--- src/hdl/eer_pkg.sv ---
// Shared types, constants and fixed-point helpers for the elastic element residual block.
// Used by eer_front, eer_queue, eer_back and the top level; depends on nothing else.
package eer_pkg;

	localparam int MAX_NODES = 20;
	localparam int MAX_POINTS = 16;
	localparam int FRAC_BITS = 16;

	localparam int NCW = $clog2(MAX_NODES + 1);
	localparam int NAW = $clog2(MAX_NODES);
	localparam int PCW = $clog2(MAX_POINTS + 1);
	localparam int PAW = (MAX_POINTS > 1) ? $clog2(MAX_POINTS) : 1;
	localparam int SG_DEPTH = MAX_POINTS * MAX_NODES;
	localparam int SG_AW = $clog2(SG_DEPTH);
	localparam int QDEPTH = 2;
	localparam int QAW = $clog2(QDEPTH);

	localparam logic [2:0] CFG_L2M = 3'd0;
	localparam logic [2:0] CFG_LAMBDA = 3'd1;
	localparam logic [2:0] CFG_SHEAR = 3'd2;
	localparam logic [2:0] CFG_NODES = 3'd3;
	localparam logic [2:0] CFG_POINTS = 3'd4;

	localparam logic [4:0] JAC_DET_ROW = 5'd3;

	typedef enum logic [1:0] {
		ACT_SG = 2'd0,
		ACT_WT = 2'd1,
		ACT_JAC = 2'd2,
		ACT_NODE = 2'd3
	} act_t;

	typedef struct packed {
		act_t action;
		logic [3:0] pt;
		logic [4:0] nd;
		logic [31:0] addr;
		logic signed [31:0] vx;
		logic signed [31:0] vy;
		logic signed [31:0] vz;
		logic signed [31:0] fx;
		logic signed [31:0] fy;
		logic signed [31:0] fz;
		logic fin;
	} item_t;

	function automatic logic signed [31:0] sat32(input logic signed [63:0] x);
		logic signed [31:0] r;
		if (x > 64'sh0000_0000_7FFF_FFFF) r = 32'sh7FFF_FFFF;
		else if (x < -64'sh0000_0000_8000_0000) r = 32'sh8000_0000;
		else r = x[31:0];
		return r;
	endfunction

	function automatic logic signed [47:0] sat48(input logic signed [63:0] x);
		logic signed [47:0] r;
		if (x > 64'sh0000_7FFF_FFFF_FFFF) r = 48'sh7FFF_FFFF_FFFF;
		else if (x < -64'sh0000_8000_0000_0000) r = 48'sh8000_0000_0000;
		else r = x[47:0];
		return r;
	endfunction

	function automatic logic signed [31:0] lane(input logic [95:0] v, input logic [1:0] n);
		logic signed [31:0] r;
		case (n)
			2'd0: r = v[31:0];
			2'd1: r = v[63:32];
			default: r = v[95:64];
		endcase
		return r;
	endfunction

	function automatic logic [NCW-1:0] clamp_nodes(input logic [4:0] v);
		logic [NCW-1:0] r;
		if (v == 5'd0) r = NCW'(1);
		else if (int'(v) > MAX_NODES) r = NCW'(MAX_NODES);
		else r = NCW'(v);
		return r;
	endfunction

	function automatic logic [PCW-1:0] clamp_points(input logic [4:0] v);
		logic [PCW-1:0] r;
		if (v == 5'd0) r = PCW'(1);
		else if (int'(v) > MAX_POINTS) r = PCW'(MAX_POINTS);
		else r = PCW'(v);
		return r;
	endfunction

endpackage

--- src/hdl/eer_queue.sv ---
// Short item queue between the front end and the back end.
// Uses eer_pkg for the item type and depth.
module eer_queue (
	input logic clk,
	input logic arst_n,
	input logic push,
	input eer_pkg::item_t wdata,
	output logic full,
	input logic pop,
	output logic q_valid,
	output eer_pkg::item_t head
);

	eer_pkg::item_t mem_q [eer_pkg::QDEPTH];
	logic [eer_pkg::QAW-1:0] wr_ptr_q;
	logic [eer_pkg::QAW-1:0] rd_ptr_q;
	logic [eer_pkg::QAW:0] count_q;

	assign full = int'(count_q) == eer_pkg::QDEPTH;
	assign q_valid = count_q != '0;
	assign head = mem_q[rd_ptr_q];

	always_ff @(posedge clk or negedge arst_n) begin
		if (!arst_n) begin
			wr_ptr_q <= '0;
			rd_ptr_q <= '0;
			count_q <= '0;
		end else begin
			if (push) begin
				wr_ptr_q <= wr_ptr_q + 1'b1;
			end
			if (pop) begin
				rd_ptr_q <= rd_ptr_q + 1'b1;
			end
			if (push && !pop) begin
				count_q <= count_q + 1'b1;
			end else if (pop && !push) begin
				count_q <= count_q - 1'b1;
			end
		end
	end

	always_ff @(posedge clk) begin
		if (push) begin
			mem_q[wr_ptr_q] <= wdata;
		end
	end

endmodule

--- config.mk ---
export PLATFORM = sky130hd
export DESIGN_NAME = eer_queue
export DESIGN_NICKNAME = d
export VERILOG_FILES = /design/src/hdl/eer_pkg.sv /design/src/hdl/eer_queue.sv
export SDC_FILE = /design/constraint.sdc
export NUM_CORES = 1
export LEC_CHECK = 0
export ABC_AREA = 1
export BUFFER_PORTS_ARGS = -buffer_cell sky130_fd_sc_hd__buf_2
export CORE_UTILIZATION = 52
export CTS_CLUSTER_DIAMETER = 60
export DETAILED_ROUTE_END_ITERATION = 10
export GPL_TIMING_DRIVEN = 0
export HOLD_SLACK_MARGIN = 0.12
export PLACE_DENSITY = 0.83
export SLEW_MARGIN = 20
export SYNTH_ARGS = -nofsm -noshare
export SYNTH_HDL_FRONTEND = slang
export SYNTH_SLANG_ARGS = --single-unit
--- constraint.sdc ---
create_clock -name clk -period 13.5 [get_ports clk]
set_input_delay 2.7 -clock clk [delete_from_list [all_inputs] [get_ports clk]]
set_output_delay 2.7 -clock clk [all_outputs]
set_load 0.01 [all_outputs]
Word-level counts from Yosys, hierarchy flattened:

Memories as Yosys holds them, arrays and structs flattened.
Index checks and enable logic that the tools add are counted.

* reduce and logical (&&, ||, !) cells: 6
* equality and inequality tests: 1
* mux-type cells: 4
* add/subtract/negate cells: 4

Operator list (number)
* $mux W2: 2
* $reduce_bool A2 Y1: 2
* $add A1 B1 Y1 const B: 2
* $add A2 B1 Y2 const B: 1
* $eq A2 B2 Y1 const B: 1
* $logic_and A1 B1 Y1: 2
* $logic_not A1 Y1: 2
* $mux W1: 2
* $sub A2 B1 Y2 const B: 1

* bits in writable memories: 472
* flip-flop bits (word level): 4
* output and inout bits: 238
* memories kept: 1

Memories
* mem_q: depth 2, width 236, rd ports 1, clocked after memory_dff 0, wr ports 1, RTL line eer_queue.sv:14 `eer_pkg::item_t mem_q [eer_pkg::QDEPTH];`

Depth between registers and ports, before layout:

* depth in word-level cells: 4
* gate-level depth with buffers: 7
* mapped depth without buffers: 7

Worst setup path before layout:

No wires, ideal clock.

* path kind: input port to flip-flop
* start point: input port push
* end point: memory mem_q[0][0] (netlist name), enable pin
* data required time: 12.657 ns
* data arrival time: 12.599 ns
* library setup time: 0.843 ns
* path slack: 0.057 ns
* path buffers: 0
* stages on the path: 2
* cells stage by stage: inv_1 -> nor2_1

* word-level cells in the longest chain between the ends: 2

RTL lines
* from (decl): RTL line eer_queue.sv:6 `input logic push,`
* $mux W1: RTL line eer_queue.sv:44 `if (push) begin`
* $mux W1 (not written as such): RTL line eer_queue.sv:45 `mem_q[wr_ptr_q] <= wdata;`
* to (decl): RTL line eer_queue.sv:14

Every way passes these cells.

==> run metrics <==
status=complete, no violations; cell taking the most area after synthesis=sky130_fd_sc_hd__edfxtp_1; clk buf depth=3; area occupied by multi-input gates=2750 um^2; area post-placement=20600 um^2; GR Overflow Total=0; clock network latency to the later pin of the worst-skew pair=0.56 ns; effective utilization at floorplan=0.531; utilization of the core after routing=0.677; cts bufs inserted=48; standard-cell rows=66; IO Pins=478; flip-flop and latch area=14300 um^2; Post-DRT Antenna Nets=0; M1 GR Usage=0.210; register area share after synthesis=0.821; top post-synthesis cells by area=sky130_fd_sc_hd__edfxtp_1, sky130_fd_sc_hd__mux2_2, sky130_fd_sc_hd__clkbuf_8, sky130_fd_sc_hd__dfrtp_1, sky130_fd_sc_hd__buf_6; PwrDens=213 nW/um^2; Post-synth EDFFs=472; Tot GR Track Use=0.213; die extent in y=185 um; Crit. End Element=primary output; Synth top area share=0.816; IO buf count=477; net count after synthesis=1000; initial antenna violation count=9; area of the die=34200 um^2; most numerous cell types in the synthesized netlist=sky130_fd_sc_hd__edfxtp_1, sky130_fd_sc_hd__mux2_2, sky130_fd_sc_hd__clkbuf_8; post-CTS clock slew at the launch and capture registers of the worst setup and hold paths=0.06 ns; clock tree from TritonCTS=yes; overall power of the completed layout=4.72 mW; Syn. warnings=0; synthesized netlist cell count=759; Fmax achieved=0.212 GHz; post-route clock skew=0.0163 ns; reported leakage power=8.39 nW; Slew Limit Fails=0; number of cells upsized or downsized after cts=0; critical path class=register to primary output; total of hold buffers inserted after clock tree synthesis=0; post-route fraction of the period consumed by the critical path=0.349; wire length of the first global-routing pass=53200 um; async set-reset flop share out of synthesis=0.00840; number of optimization iterations in the first detailed-route pass=7; number of nets in the layout=1539; H-tree levels=2; Die X-Extent=185 um; data arrival time of the critical path=2.02 ns; post-route design area=22100 um^2; M2 GR Usage=0.388; Period minus WS final=4.72 ns; # Max-Cap Violations=0; actual slew at the worst max-slew pin=0.658 ns; reg2reg path depth=5; mean number of vias per cell=5.11; cell depth of the worst hold path=2; GRT met3 Usage=0.0873; worst rel slew slack=0.562; required time of the critical path=10.80 ns; DRC Markers=0; Post-Route WL=37100 um; Syn Area/Cell=22.9 um^2; worst vdd ir=0.153 mV; placer's final routability congestion estimate=0.767; total setup buffers inserted after CTS=0; instance count after placement with tap cells included=1690; maximum number of pins on one net before global-route repair=95; cell area after synthesis=17400 um^2; share of post-route cells with drive strength above 1=0.614; global routing's busiest layer=met2; core footprint=32700 um^2; mean routed wirelength per cell=20.9 um; number of synthesized register bits=476; Cell variety after synth=13; most frequent cell after synthesis=sky130_fd_sc_hd__edfxtp_1; worst hold margin=0.497 ns; Area Overhead vs Synth=27.3%; flip-flop cell with the highest count after synthesis=sky130_fd_sc_hd__edfxtp_1; CTS root buffer=sky130_fd_sc_hd__clkbuf_16; RSZ-0062 raised after global routing=false; DPL Wire Length=26200 um; crit-path max FO=10; number of global-route vias before repair=9582; Non-Filler Instances=1778; via count=9091; DRC violation total after the first TritonRoute iteration=379; Fill cells=2096; final setup violation count=0; number of clock sinks seen by CTS=476; launching element type of the critical path=register; Hold Violations, Final=0; worst hold-check path type=register to register
-- layout make-up --
| type | count | share of cell area |
|---|---|---|
| antenna | 6 | 0.000679 |
| buffer | 26 | 0.0154 |
| clock buffer | 56 | 0.0566 |
| clock inverter | 26 | 0.0104 |
| inverter | 7 | 0.00153 |
| multi-input combinational | 250 | 0.124 |
| sequential | 476 | 0.645 |
| tap | 442 | 0.0250 |
| timing repair buffer | 489 | 0.121 |
-- through the flow --
stage          setup TNS, ns  worst slack, ns
2_1_floorplan              0           0.0572
6_report                   0             8.78
3_3_place_gp        -1235.02            -5.25
4_1_cts                    0             8.72
5_1_grt                    0             8.69
3_5_place_dp               0             8.96
-- logic make-up after synthesis --
kind of cell | after synthesis | synth area share
buf+inv | 33 | 0.0211
flops | 476 | 0.821
fa+ha+maj | 1 | 0.000720
xor+xnor | 3 | 0.00151
simple gates | 10 | 0.00238
mux | 236 | 0.153
-- state kept, by name, summed over array words and instances (netlist names) --
signal,count
count_q,2
mem_q,472
rd_ptr_q,1
wr_ptr_q,1
-- path summary, 6_finish.rpt --
path                            start             to  slack [ns]
min in group asynchronous      arst_n       rd_ptr_q        1.94
max in group asynchronous      arst_n     count_q[1]       11.44
setup / recovery             rd_ptr_q       head[81]        8.78
setup reg to reg             wr_ptr_q  mem_q[0][168]       11.41
hold reg to reg            count_q[1]     count_q[1]        0.50
hold / removal             count_q[1]     count_q[1]        0.50
-- power by group --
group,switching (mW),total (mW),leakage [nW],internal [mW]
registers,0.0639,2.02,4.48,1.96
clock network,0.517,1.25,0.730,0.736
logic,0.767,1.44,3.19,0.675
-- metal layers --
metal	vias up	share of wire
met5	-	0.00084
met4	4	0.032
met3	78	0.11
met2	416	0.53
met1	4483	0.33
li1	4110	-
-- critical path, stage by stage, from the launching register on --
cell	delay, ns
sky130_fd_sc_hd__dfrtp_1	0.46
sky130_fd_sc_hd__buf_6	0.23
sky130_fd_sc_hd__clkbuf_8	0.22
sky130_fd_sc_hd__mux2_2	0.39
sky130_fd_sc_hd__buf_2	0.15
-- layout by cell type, fill, tap and decap left out --
master,count
sky130_fd_sc_hd__buf_2,477
sky130_fd_sc_hd__edfxtp_1,472
sky130_fd_sc_hd__mux2_2,236
sky130_fd_sc_hd__clkbuf_16,49
sky130_fd_sc_hd__clkbuf_8,19
sky130_fd_sc_hd__clkinv_1,12
sky130_fd_sc_hd__buf_6,7
sky130_fd_sc_hd__clkbuf_1,7
sky130_fd_sc_hd__clkinv_2,7
sky130_fd_sc_hd__buf_16,7
sky130_fd_sc_hd__diode_2,6
sky130_fd_sc_hd__inv_1,6
sky130_fd_sc_hd__nand2_1,6
sky130_fd_sc_hd__buf_12,5
sky130_fd_sc_hd__bufinv_16,4
sky130_fd_sc_hd__dfrtp_1,4
sky130_fd_sc_hd__inv_8,2
sky130_fd_sc_hd__xor2_1,2
sky130_fd_sc_hd__inv_6,2
sky130_fd_sc_hd__nor2_1,1
sky130_fd_sc_hd__nor2_4,1
sky130_fd_sc_hd__xnor2_1,1
sky130_fd_sc_hd__nand3_1,1
sky130_fd_sc_hd__nand4_1,1
sky130_fd_sc_hd__ha_1,1
Power figures use the tool's default switching activity.
