[src/hdl/eer_pkg.sv]
// Shared types, constants and fixed-point helpers for the elastic element residual block.
// Used by eer_front, eer_queue, eer_back and the top level; depends on nothing else.
package eer_pkg;

	localparam int MAX_NODES = 20;
	localparam int MAX_POINTS = 16;
	localparam int FRAC_BITS = 16;

	localparam int NCW = $clog2(MAX_NODES + 1);
	localparam int NAW = $clog2(MAX_NODES);
	localparam int PCW = $clog2(MAX_POINTS + 1);
	localparam int PAW = (MAX_POINTS > 1) ? $clog2(MAX_POINTS) : 1;
	localparam int SG_DEPTH = MAX_POINTS * MAX_NODES;
	localparam int SG_AW = $clog2(SG_DEPTH);
	localparam int QDEPTH = 2;
	localparam int QAW = $clog2(QDEPTH);

	localparam logic [2:0] CFG_L2M = 3'd0;
	localparam logic [2:0] CFG_LAMBDA = 3'd1;
	localparam logic [2:0] CFG_SHEAR = 3'd2;
	localparam logic [2:0] CFG_NODES = 3'd3;
	localparam logic [2:0] CFG_POINTS = 3'd4;

	localparam logic [4:0] JAC_DET_ROW = 5'd3;

	typedef enum logic [1:0] {
		ACT_SG = 2'd0,
		ACT_WT = 2'd1,
		ACT_JAC = 2'd2,
		ACT_NODE = 2'd3
	} act_t;

	typedef struct packed {
		act_t action;
		logic [3:0] pt;
		logic [4:0] nd;
		logic [31:0] addr;
		logic signed [31:0] vx;
		logic signed [31:0] vy;
		logic signed [31:0] vz;
		logic signed [31:0] fx;
		logic signed [31:0] fy;
		logic signed [31:0] fz;
		logic fin;
	} item_t;

	function automatic logic signed [31:0] sat32(input logic signed [63:0] x);
		logic signed [31:0] r;
		if (x > 64'sh0000_0000_7FFF_FFFF) r = 32'sh7FFF_FFFF;
		else if (x < -64'sh0000_0000_8000_0000) r = 32'sh8000_0000;
		else r = x[31:0];
		return r;
	endfunction

	function automatic logic signed [47:0] sat48(input logic signed [63:0] x);
		logic signed [47:0] r;
		if (x > 64'sh0000_7FFF_FFFF_FFFF) r = 48'sh7FFF_FFFF_FFFF;
		else if (x < -64'sh0000_8000_0000_0000) r = 48'sh8000_0000_0000;
		else r = x[47:0];
		return r;
	endfunction

	function automatic logic signed [31:0] lane(input logic [95:0] v, input logic [1:0] n);
		logic signed [31:0] r;
		case (n)
			2'd0: r = v[31:0];
			2'd1: r = v[63:32];
			default: r = v[95:64];
		endcase
		return r;
	endfunction

	function automatic logic [NCW-1:0] clamp_nodes(input logic [4:0] v);
		logic [NCW-1:0] r;
		if (v == 5'd0) r = NCW'(1);
		else if (int'(v) > MAX_NODES) r = NCW'(MAX_NODES);
		else r = NCW'(v);
		return r;
	endfunction

	function automatic logic [PCW-1:0] clamp_points(input logic [4:0] v);
		logic [PCW-1:0] r;
		if (v == 5'd0) r = PCW'(1);
		else if (int'(v) > MAX_POINTS) r = PCW'(MAX_POINTS);
		else r = PCW'(v);
		return r;
	endfunction

endpackage

[src/hdl/eer_front.sv]
// Front end: accepts input items, drops out-of-range loads and nodes, and marks the
// node that completes an element. Uses eer_pkg; feeds eer_queue.
module eer_front (
	input logic in_valid,
	output logic in_stall,
	input logic [1:0] action,
	input logic [3:0] point_index,
	input logic [4:0] node_index,
	input logic [31:0] node_address,
	input logic signed [31:0] val_x,
	input logic signed [31:0] val_y,
	input logic signed [31:0] val_z,
	input logic signed [31:0] force_in_x,
	input logic signed [31:0] force_in_y,
	input logic signed [31:0] force_in_z,
	input logic [eer_pkg::NCW-1:0] nn,
	input logic q_full,
	output logic push,
	output eer_pkg::item_t item
);

	logic keep;
	eer_pkg::act_t act;

	assign act = eer_pkg::act_t'(action);

	always_comb begin
		case (act)
			eer_pkg::ACT_SG: keep = (int'(point_index) < eer_pkg::MAX_POINTS) &&
				(int'(node_index) < eer_pkg::MAX_NODES);
			eer_pkg::ACT_WT: keep = int'(point_index) < eer_pkg::MAX_POINTS;
			eer_pkg::ACT_JAC: keep = node_index <= eer_pkg::JAC_DET_ROW;
			eer_pkg::ACT_NODE: keep = int'(node_index) < int'(nn);
			default: keep = 1'b0;
		endcase
	end

	always_comb begin
		item.action = act;
		item.pt = point_index;
		item.nd = node_index;
		item.addr = node_address;
		item.vx = val_x;
		item.vy = val_y;
		item.vz = val_z;
		item.fx = force_in_x;
		item.fy = force_in_y;
		item.fz = force_in_z;
		// The node with the highest index closes the element and starts the computation.
		item.fin = (act == eer_pkg::ACT_NODE) && (int'(node_index) == int'(nn) - 1);
	end

	assign in_stall = q_full;
	assign push = in_valid && !q_full && keep;

endmodule

[config.mk]
export PLATFORM = sky130hd
export DESIGN_NAME = eer_front
export DESIGN_NICKNAME = d
export VERILOG_FILES = /design/src/hdl/eer_pkg.sv /design/src/hdl/eer_front.sv
export SDC_FILE = /design/constraint.sdc
export NUM_CORES = 1
export LEC_CHECK = 0
export ABC_AREA = 1
export BUFFER_PORTS_ARGS = -buffer_cell sky130_fd_sc_hd__buf_4
export CAP_MARGIN = 20
export CORE_AREA = 5 5 186 188
export DETAILED_ROUTE_END_ITERATION = 16
export DIE_AREA = 0 0 191 193
export GPL_ROUTABILITY_DRIVEN = 0
export PLACE_DENSITY = 0.37
export SYNTH_ARGS = -nofsm -noshare
export SYNTH_HDL_FRONTEND = slang
export SYNTH_SLANG_ARGS = --single-unit
[constraint.sdc]
create_clock -name vclk -period 0.95
set_input_delay 0 -clock vclk [all_inputs]
set_output_delay 0 -clock vclk [all_outputs]
set_load 0.005 [all_outputs]
* After elaboration in Yosys (flattened, before gate mapping)
Index checks and enable logic that the tools add are counted.
** Storage, ports and cells
- Flip-flop bits (word level) :: 0
- Input bits :: 242
- Output and inout bits :: 238
** Cells by class
- Add/subtract/negate cells :: 1
- $lt $le $gt $ge :: 3
- Equal/unequal tests :: 4
- Mux-type cells :: 1
- Reductions and logical operators :: 5
** Operator list (number)
- $eq A6 B6 Y1 :: 1
- $sub A5 B1 Y6 const B :: 1
- $le A5 B2 Y1 const B :: 1
- $lt A5 B5 Y1 :: 1
- $lt A5 B5 Y1 const B :: 1
- $eq A2 B2 Y1 const B :: 2
- $pmux W1 S4 :: 1
- $logic_and A1 B1 Y1 :: 3
- $eq A2 B1 Y1 const B :: 1
- $logic_not A2 Y1 :: 1
- $logic_not A1 Y1 :: 1

* Depth between registers and ports, before layout
Gate-level depths: netlist of run 1.
- Depth in word-level cells :: 3
- Mapped depth :: 10

* Worst setup path after synthesis of run 1
OpenSTA, ideal clock, no wires.
- Path kind :: input to output
- From :: input port nn[0] (netlist bit)
- To :: output port item[0] (netlist bit)
- Arrival :: 0.770 ns
- Data required time :: 0.950 ns
- Slack :: 0.180 ns
- Cell stages on the path :: 10
- Path buffers :: 0
- Cell sequence :: inv_1 ha_1 inv_1 nand2_1 nand2_1 nor2_1 nand2_1 nor2_1 nand2_1 nor2_2
** RTL lines
- start, declared :: line eer_front.sv:16 : input logic [eer_pkg::NCW-1:0] nn,
- end, declared :: line eer_front.sv:19 : output eer_pkg::item_t item

==> summary.md, run 1 <==
| Metric | Value |
|---|---|
| Max_slew headroom | `0.884` |
| Max-Cap Viols | `0` |
| Avg Inst Size Synth | `6.91 um2` |
| Distinct cell type count after synthesis | `13` |
| Layout area overhead | `-37.7%` |
| Peak supply drop | `0.0439 mV` |
| WL met1 | `1710 um` |
| Placed Instances | `554` |
| Grt ovf | `0` |
| Hold_buf cts | `0` |
| RSZ-0062 raised after global routing | `true` |
| WL met2 | `3150 um` |
| Vias in the first global route | `1047` |
| Num rows | `67` |
| DRT Pass-1 Iters | `3` |
| Critical-path maximum fanout | `2` |
| Final setup violation count | `1` |
| Setup crit start kind | `input port` |
| Synth warnings | `0` |
| First-pass GRT wire length | `9540 um` |
| CP required | `0.95 ns` |
| Layout cells sized above 1 | `0.570` |
| Leakage power | `0.000433 uW` |
| Fmax | `1030 MHz` |
| Initial Utilization | `0.0640` |
| Most common cell after layout, fill and taps aside | `buf_4` |
| Non-Filler Instances | `555` |
| Register Area | `0 um2` |
| Port bufs | `24` |
| Status | `finished with violations` |
| Vias | `between 900 and 1000` |
| Final WL | `8110 um` |
| Failing checks | `negative setup slack` |
| Final net count | `357` |
| Top Ports | `480` |
| Initial drt markers | `18` |
| Pwr/cell area | `268 mW/mm2` |
| Post-Synthesis Cells | `305` |
| Post-route setup slack | `-0.0247 ns` |
| Routed len/inst | `14.6 um` |
| Beginning of the worst hold path | `force_in_x[7]` |
| Fin crit share | `1.03` |
| GRT Util Overall | `0.0387` |
| Least-Margin Pin Slew | `~0.17 ns` |
| Die area | `0.0369 mm2` |
| Core ar. | `0.0329 mm2` |
| Hold WC Path Type | `input port to output pin` |
| Util after Layout | `0.0398` |
| Total chip power | `352 uW` |
| Critical Setup Path Class | `input port to output pin` |
| WP data arrival | `between 0.9 and 1 ns` |
| Pin count of the biggest net entering global routing | `6` |
| Die Y | `193 um` |
| Count of inserted antenna diode cells | `0` |
| Number of routed nets with antenna violations | `0` |
| Clkbuf count | `0` |
| Mapped Area | `0.00211 mm2` |
| Post-synthesis sequential area ratio | `0` |
| Critical Path Sink Type | `output pin` |
| DR vias/cell | `between 1.5 and 2` |
| Uppermost layer routed | `met4` |
| Final slew viol count | `0` |
| HPWL Detailed | `7040 um` |
| Min-Delay Endpoint | `item[72]` |
| Endpoints failing hold | `0` |
| Worst hold stages | `0` |
| DRC Markers | `0` |
| Number of antenna violations at the first check in global routing | `0` |
| Routed length on met3 | `between 2000 and 2500 um` |
| Post-synthesis net count | `553` |
| Final min period | `0.975 ns` |
| Number of flip-flops and latches | `0` |
| Die W | `191 um` |
| Commonest cells after routing, fill and taps aside | `buf_4, nand2_1, inv_1` |
-- cell families after synthesis --
logic type / Yosys count / share of synthesized area
buffers and inverters: 254 / 0.873
and+or+nand+nor: 41 / 0.0820
adders and majority gates: 6 / 0.0356
AOI/OAI and AO/OA: 4 / 0.00950
-- worst max path at each step --
stage,from,endpoint,slack [ns],depth (start not counted)
floorplan,nn[0],item[0],0.18,10
global placement,node_index[2],push,-0.28,8
detailed placement,node_index[2],push,-0.28,8
CTS,nn[0],item[0],-0.10,12
global route,nn[0],item[0],-0.13,12
finish,nn[0],item[0],-0.02,12
-- layout make-up --
class	instances	area, um2
fillers	3921	31600
inverters	18	82.6
multi-input cells	51	354
well taps	448	561
repair buffers	38	315
-- metal layers --
| layer | global-route usage | vias up |
|---|---|---|
| met2 | 0.0520 | 182 |
| met1 | 0.0252 | 322 |
| li1 | - | 284 |
| met3 | 0.0398 | 122 |
| met5 | 0.00133 | - |
| met4 | 0.0522 | 0 |
-- cell usage after synthesis (all sizes together) --
library cell / count / area share
a21oi: 2 / 0.0048
buf: 236 / 0.84
ha: 6 / 0.036
inv: 18 / 0.032
nand2: 24 / 0.044
nand3: 6 / 0.014
nand3b: 1 / 0.0036
nand4: 1 / 0.0030
nor2: 9 / 0.017
o21ai: 2 / 0.0048
-- power by group --
group,internal (uW),switching (uW)
combinational,185,166
sequential,0,0
clock,0,0
-- per-stage QoR --
step | setup TNS [ns] | hold WS [ns] | instance area [um2] | setup WS [ns]
2_1_floorplan | 0 | 0.0808 | 2110 | 0.180
3_3_place_gp | -0.418 | 0.0000346 | 1170 | -0.275
3_5_place_dp | -0.407 | 0.0000346 | 1170 | -0.277
4_1_cts | -0.177 | 0.0000346 | 1290 | -0.102
5_1_grt | -0.214 | 0.00000794 | 1310 | -0.129
6_report | -0.0247 | 0.00000191 | 1310 | -0.0247
-- worst max-delay path, cell delays in order --
cell     delay (ns)
buf_8          0.09
inv_6          0.03
ha_4           0.25
inv_2          0.02
nand2_1        0.04
nand2_1        0.05
nor2_1         0.09
nand2_1        0.06
nor2_1         0.08
nand2_1        0.06
nor2_2         0.09
buf_6          0.11
-- what timing repair did --
item,CTS,global route
resized for setup,28,7
buffers inserted,0,1
gates cloned,0,0
endpoints found under the setup margin,2,2
pin swaps,12,9
Note: power is estimated with default switching activity, not from simulation.
==> inputs of run 2 (changes only) <==
==> constraint.sdc (replaced) <==
create_clock -name vclk -period 0.95
set_input_delay 0.095 -clock vclk [all_inputs]
set_output_delay 0.095 -clock vclk [all_outputs]
set_load 0.005 [all_outputs]
==> summary.md, run 2 (same netlist as run 1, synthesis figures left out) <==
| Metric | Value |
|---|---|
| First-pass GRT wire length | `10200 um (+7.3%)` |
| Vias in the first global route | `1085 (+3.6%)` |
| DP Area | `0.00121 mm2 (+3.2%)` |
| Least-Margin Pin Slew | `0.180 ns (+0.00704 ns)` |
| Failing checks | `negative setup slack` |
| Count of inserted antenna diode cells | `0 (unchanged)` |
| Uppermost layer routed | `met5` |
| Final WL | `8640 um (+6.6%)` |
| Max-Cap Viols | `0 (unchanged)` |
| Layout area overhead | `-34.9%` |
| Fmax | `810 MHz (-21%)` |
| Die area | `0.0369 mm2 (unchanged)` |
| Top Ports | `480 (unchanged)` |
| Final slew viol count | `0 (unchanged)` |
| Post-route setup slack | `-0.284 ns (-0.260 ns)` |
| Die W | `191 um (unchanged)` |
| Final setup violation count | `2 (+1)` |
| Core ar. | `0.0329 mm2 (unchanged)` |
| Endpoints failing hold | `0 (unchanged)` |
| Die Y | `193 um (unchanged)` |
| Final Cell Area | `0.00137 mm2 (+4.6%)` |
| Pwr/cell area | `289 mW/mm2 (+7.9%)` |
| Critical Setup Path Class | `input port to output pin` |
| Layout cells sized above 1 | `0.615 (+0.0446)` |
| Vias | `936 (+2.9%)` |
| Most common cell after layout, fill and taps aside | `buf_4` |
| Leakage power | `0.000454 uW (+4.8%)` |
| Hold WC Path Type | `input port to output pin` |
| RSZ-0062 raised after global routing | `true` |
| Number of routed nets with antenna violations | `0 (unchanged)` |
| Grt ovf | `0 (unchanged)` |
| Fin crit share | `1.30 (+0.273)` |
| Num rows | `67 (unchanged)` |
| Final net count | `359 (+0.56%)` |
| Status | `finished with violations` |
| Routed length on met3 | `2310 um (+13%)` |
| Setup crit start kind | `input port` |
| Number of flip-flops and latches | `0 (unchanged)` |
| Number of antenna violations at the first check in global routing | `1 (+1)` |
| Register Area | `0 um2 (unchanged)` |
| Total negative slack | `-0.482 ns (-0.457 ns)` |
| Max_slew headroom | `0.880 (-0.00471)` |
| Initial Utilization | `0.0640 (unchanged)` |
| DRT Pass-1 Iters | `4 (+1)` |
| Clkbuf count | `0 (unchanged)` |
| Pin count of the biggest net entering global routing | `6 (unchanged)` |
| WP data arrival | `1.14 ns (+0.17 ns)` |
| WL met2 | `3360 um (+6.7%)` |
| Commonest cells after routing, fill and taps aside | `buf_4, nand2_1, nor2_1` |
| Initial drt markers | `8 (-10)` |
| Final min period | `1.23 ns (+0.260 ns)` |
| Hold_buf cts | `0 (unchanged)` |
| Peak supply drop | `0.0514 mV (+17%)` |
| Port bufs | `24 (unchanged)` |
| HPWL Detailed | `7330 um (+4.1%)` |
| Routed len/inst | `15.5 um (+6.2%)` |
| CP required | `0.85 ns (-0.10 ns)` |
| Critical Path Sink Type | `output pin` |
| WL met1 | `1480 um (-13%)` |
| DRC Markers | `0 (unchanged)` |
| Critical-path maximum fanout | `2 (unchanged)` |
| GRT Util Overall | `0.0415 (+0.00276)` |
| DR vias/cell | `1.68 (+2.5%)` |
## run 2: cell count changes in the layout (fill, tap and decap cells not counted), sizes merged
cell  before  now
buf       38   40
## run 2: cell type report
type	instances	area, um2
Multi-Input combinational cell	51	377
Tap cell	448	561
Fill cell	3905	31600
Timing Repair Buffer	40	343
Inverter	18	92.6
## run 2: final timing paths
check,slack (ns),cells after the start,to,start
worst max-delay path,-0.28,12,item[0],nn[0]
worst min-delay path,0.19,0,item[118],val_z[21]
## run 2: through the flow
step	hold slack [ns]	total power [uW]	cells	util	worst slack, ns
global route	0.190	446	557	0.0417	-0.441
detailed placement	0.190	326	555	0.0368	-0.554
floorplan	0.271	913	305	-	-0.000461
global placement	0.190	327	555	0.0368	-0.544
finish	0.190	397	557	0.0417	-0.284
CTS	0.190	380	557	0.0402	-0.339
## run 2: metal layers
layer / GRT usage / vias to the layer above
li1: - / 291
met1: 0.0215 / 297
met2: 0.0568 / 218
met3: 0.0466 / 128
met4: 0.0619 / 2
met5: 0 / -
## run 2: repair_timing
action	in CTS	in global routing
gates resized for setup	21	16
setup endpoints to repair	2	2
buffers inserted	2	0
pin swaps	13	7
## run 2: where the power goes
part	internal (uW)	leakage (uW)	total, uW	switching, uW
clock network	0	0	0	0
registers	0	0	0	0
logic	207	0.000454	397	189
total	207	0.000454	397	189
## run 2: worst max-delay path, cell delays in order
cell and delay, ns:
buf_12 0.10, inv_12 0.03, ha_4 0.25, inv_2 0.03, nand2_2 0.04, nand2_1 0.05, nor2_1 0.09, nand2_1 0.06
nor2_1 0.08, nand2_1 0.06, nor2_2 0.13, buf_6 0.12
==> inputs of run 3 (changes only) <==
--- a/config.mk
+++ b/config.mk
@@ -8,11 +8,11 @@
 export ABC_AREA = 1
 export BUFFER_PORTS_ARGS = -buffer_cell sky130_fd_sc_hd__buf_4
 export CAP_MARGIN = 20
-export CORE_AREA = 5 5 186 188
+export CORE_AREA = 2 2 188 190
 export DETAILED_ROUTE_END_ITERATION = 16
-export DIE_AREA = 0 0 191 193
+export DIE_AREA = 0 0 190 192
 export GPL_ROUTABILITY_DRIVEN = 0
-export PLACE_DENSITY = 0.37
+export PLACE_DENSITY = 0.36
 export SYNTH_ARGS = -nofsm -noshare
 export SYNTH_HDL_FRONTEND = slang
 export SYNTH_SLANG_ARGS = --single-unit
==> summary.md, run 3 (same netlist as run 1, synthesis figures left out) <==
| Metric | Value |
|---|---|
| Status | `finished with violations` |
| Failing checks | `negative setup slack` |
| WP data arrival | `1.10 ns (-0.04 ns)` |
| Grt ovf | `0 (unchanged)` |
| Final WL | `8050 um (-6.8%)` |
| Crit. path cell count | `12 (unchanged)` |
| Number of antenna violations at the first check in global routing | `0 (-1)` |
| Beginning of the worst hold path | `force_in_z[9]` |
| Most common cell after layout, fill and taps aside | `buf_4` |
| Placed Instances | `563 (+1.4%)` |
| Pwr/cell area | `275 mW/mm2 (-4.9%)` |
| Critical-path maximum fanout | `2 (unchanged)` |
| GRT Util Overall | `0.0395 (-0.00197)` |
| Critical Setup Path Class | `input port to output pin` |
| Register share of total power | `0 (unchanged)` |
| Max-Cap Viols | `0 (unchanged)` |
| Leakage power | `0.000457 uW (+0.85%)` |
| Fmax | `835 MHz (+3.1%)` |
| Setup crit start kind | `input port` |
| Total chip power | `375 uW (-5.6%)` |
| Post-route setup slack | `-0.247 ns (+0.0373 ns)` |
| Count of inserted antenna diode cells | `0 (unchanged)` |
| Core ar. | `0.0343 mm2 (+4.1%)` |
| Hold WC Path Type | `input port to output pin` |
| Net Sw Power | `177 uW (-6.4%)` |
| Min-Delay Endpoint | `item[10]` |
| Switch share | `0.473 (-0.00417)` |
| Dominant delay contributor by cell family on the critical path | `simple AND/OR/NAND/NOR gates` |
| Register Area | `0 um2 (unchanged)` |
| DRC Markers | `0 (unchanged)` |
| HPWL Detailed | `6900 um (-5.9%)` |
| Top Ports | `480 (unchanged)` |
| Number of routed nets with antenna violations | `0 (unchanged)` |
| Num rows | `68 (+1.5%)` |
| DR vias/cell | `1.61 (-4.0%)` |
| Final net count | `361 (+0.56%)` |
| Die W | `190 um (-0.52%)` |
| Combinational share of power | `1.000 (about the same)` |
| RSZ-0062 raised after global routing | `true` |
| Crit path top cell by count | `nand2_1` |
| Fin crit share | `1.26 (-0.0392)` |
| Die area | `0.0365 mm2 (-1.0%)` |
| Clock Power Share | `0 (unchanged)` |
| Worst path bufs/invs | `4 (unchanged)` |
| Slowest cell on crit path | `ha_4` |
| Port bufs | `24 (unchanged)` |
| Layout area overhead | `-35.3%` |
| Crit-path cells | `buf_12, inv_12, ha_4, inv_2, nand2_1, nand2_1, nor2_2, nand2_1, nor2_1, nand2_1, nor2_2, buf_6` |
| Vias | `913 (-2.5%)` |
| Vias in the first global route | `1042 (-4.0%)` |
| Max_slew headroom | `0.898 (+0.0183)` |
| Max stage delay on crit path | `0.25 ns (about the same)` |
| First-pass GRT wire length | `9360 um (-8.5%)` |
| Worst hold stages | `0 (unchanged)` |
| Non-Filler Instances | `566 (+1.6%)` |
| Die Y | `192 um (-0.52%)` |
| Final setup violation count | `2 (unchanged)` |
| Least-Margin Pin Slew | `0.152 ns (-0.0274 ns)` |
| Routed len/inst | `14.2 um (-8.3%)` |
| Hold_buf cts | `0 (unchanged)` |
| Initial drt markers | `23 (+15)` |
| Final min period | `1.20 ns (-0.0373 ns)` |
| Internal power | `197 uW (-4.8%)` |
| Pin count of the biggest net entering global routing | `6 (unchanged)` |
| Initial Utilization | `0.0615 (-0.00250)` |
| Peak supply drop | `0.0567 mV (+10%)` |
| DRT Pass-1 Iters | `5 (+1)` |
| CP required | `0.85 ns (about the same)` |
| Endpoints failing hold | `0 (unchanged)` |
| Layout cells sized above 1 | `0.586 (-0.0291)` |
| Clkbuf count | `0 (unchanged)` |
| Commonest cells after routing, fill and taps aside | `buf_4, nand2_1, inv_1` |
| Number of flip-flops and latches | `0 (unchanged)` |
| Final slew viol count | `0 (unchanged)` |
| Critical Path Sink Type | `output pin` |
[run 3: final cells by class]
type / count / area (um2)
well taps: 455 / 569
repair buffers: 42 / 347
multi-input cells: 51 / 357
inverters: 18 / 90.1
fillers: 4071 / 32900
[run 3: worst max path at each step]
stage | to | start
2_1_floorplan | item[0] | nn[0]
4_1_cts | item[0] | nn[0]
3_5_place_dp | push | node_index[2]
6_report | item[0] | nn[0]
3_3_place_gp | push | node_index[2]
5_1_grt | item[0] | nn[0]
[run 3: what timing repair did]
item                                    4_1_cts  5_1_grt
pin swaps                                     9        6
endpoints found under the setup margin        2        2
setup buffers                                 1        2
resized for setup                            19        8
[run 3: through the flow]
step / TNS [ns] / utilization / hold slack (ns) / setup slack (ns) / instance area [um2]
2_1_floorplan: -0.000461 / - / 0.271 / -0.000461 / 2140
3_3_place_gp: -0.853 / 0.0358 / 0.190 / -0.435 / 1230
3_5_place_dp: -0.873 / 0.0358 / 0.190 / -0.460 / 1230
4_1_cts: -0.602 / 0.0388 / 0.190 / -0.308 / 1330
5_1_grt: -0.683 / 0.0397 / 0.190 / -0.391 / 1360
6_report: -0.463 / 0.0397 / 0.190 / -0.247 / 1360
[run 3: routing by layer]
layer  GRT usage  wire [um]  share of wire  vias up
met4      0.0507       1140           0.14        0
met5           0          0              0        -
met3      0.0417       2100           0.26      112
met2      0.0569       3210           0.40      204
li1            -          -              -      292
met1      0.0237       1610           0.20      305
[run 3: power groups by stage]
stage	clock, uW	sequential [uW]	combinational, uW
2_1_floorplan	0	0	913
3_3_place_gp	0	0	329
3_5_place_dp	0	0	327
4_1_cts	0	0	375
5_1_grt	0	0	429
6_report	0	0	375
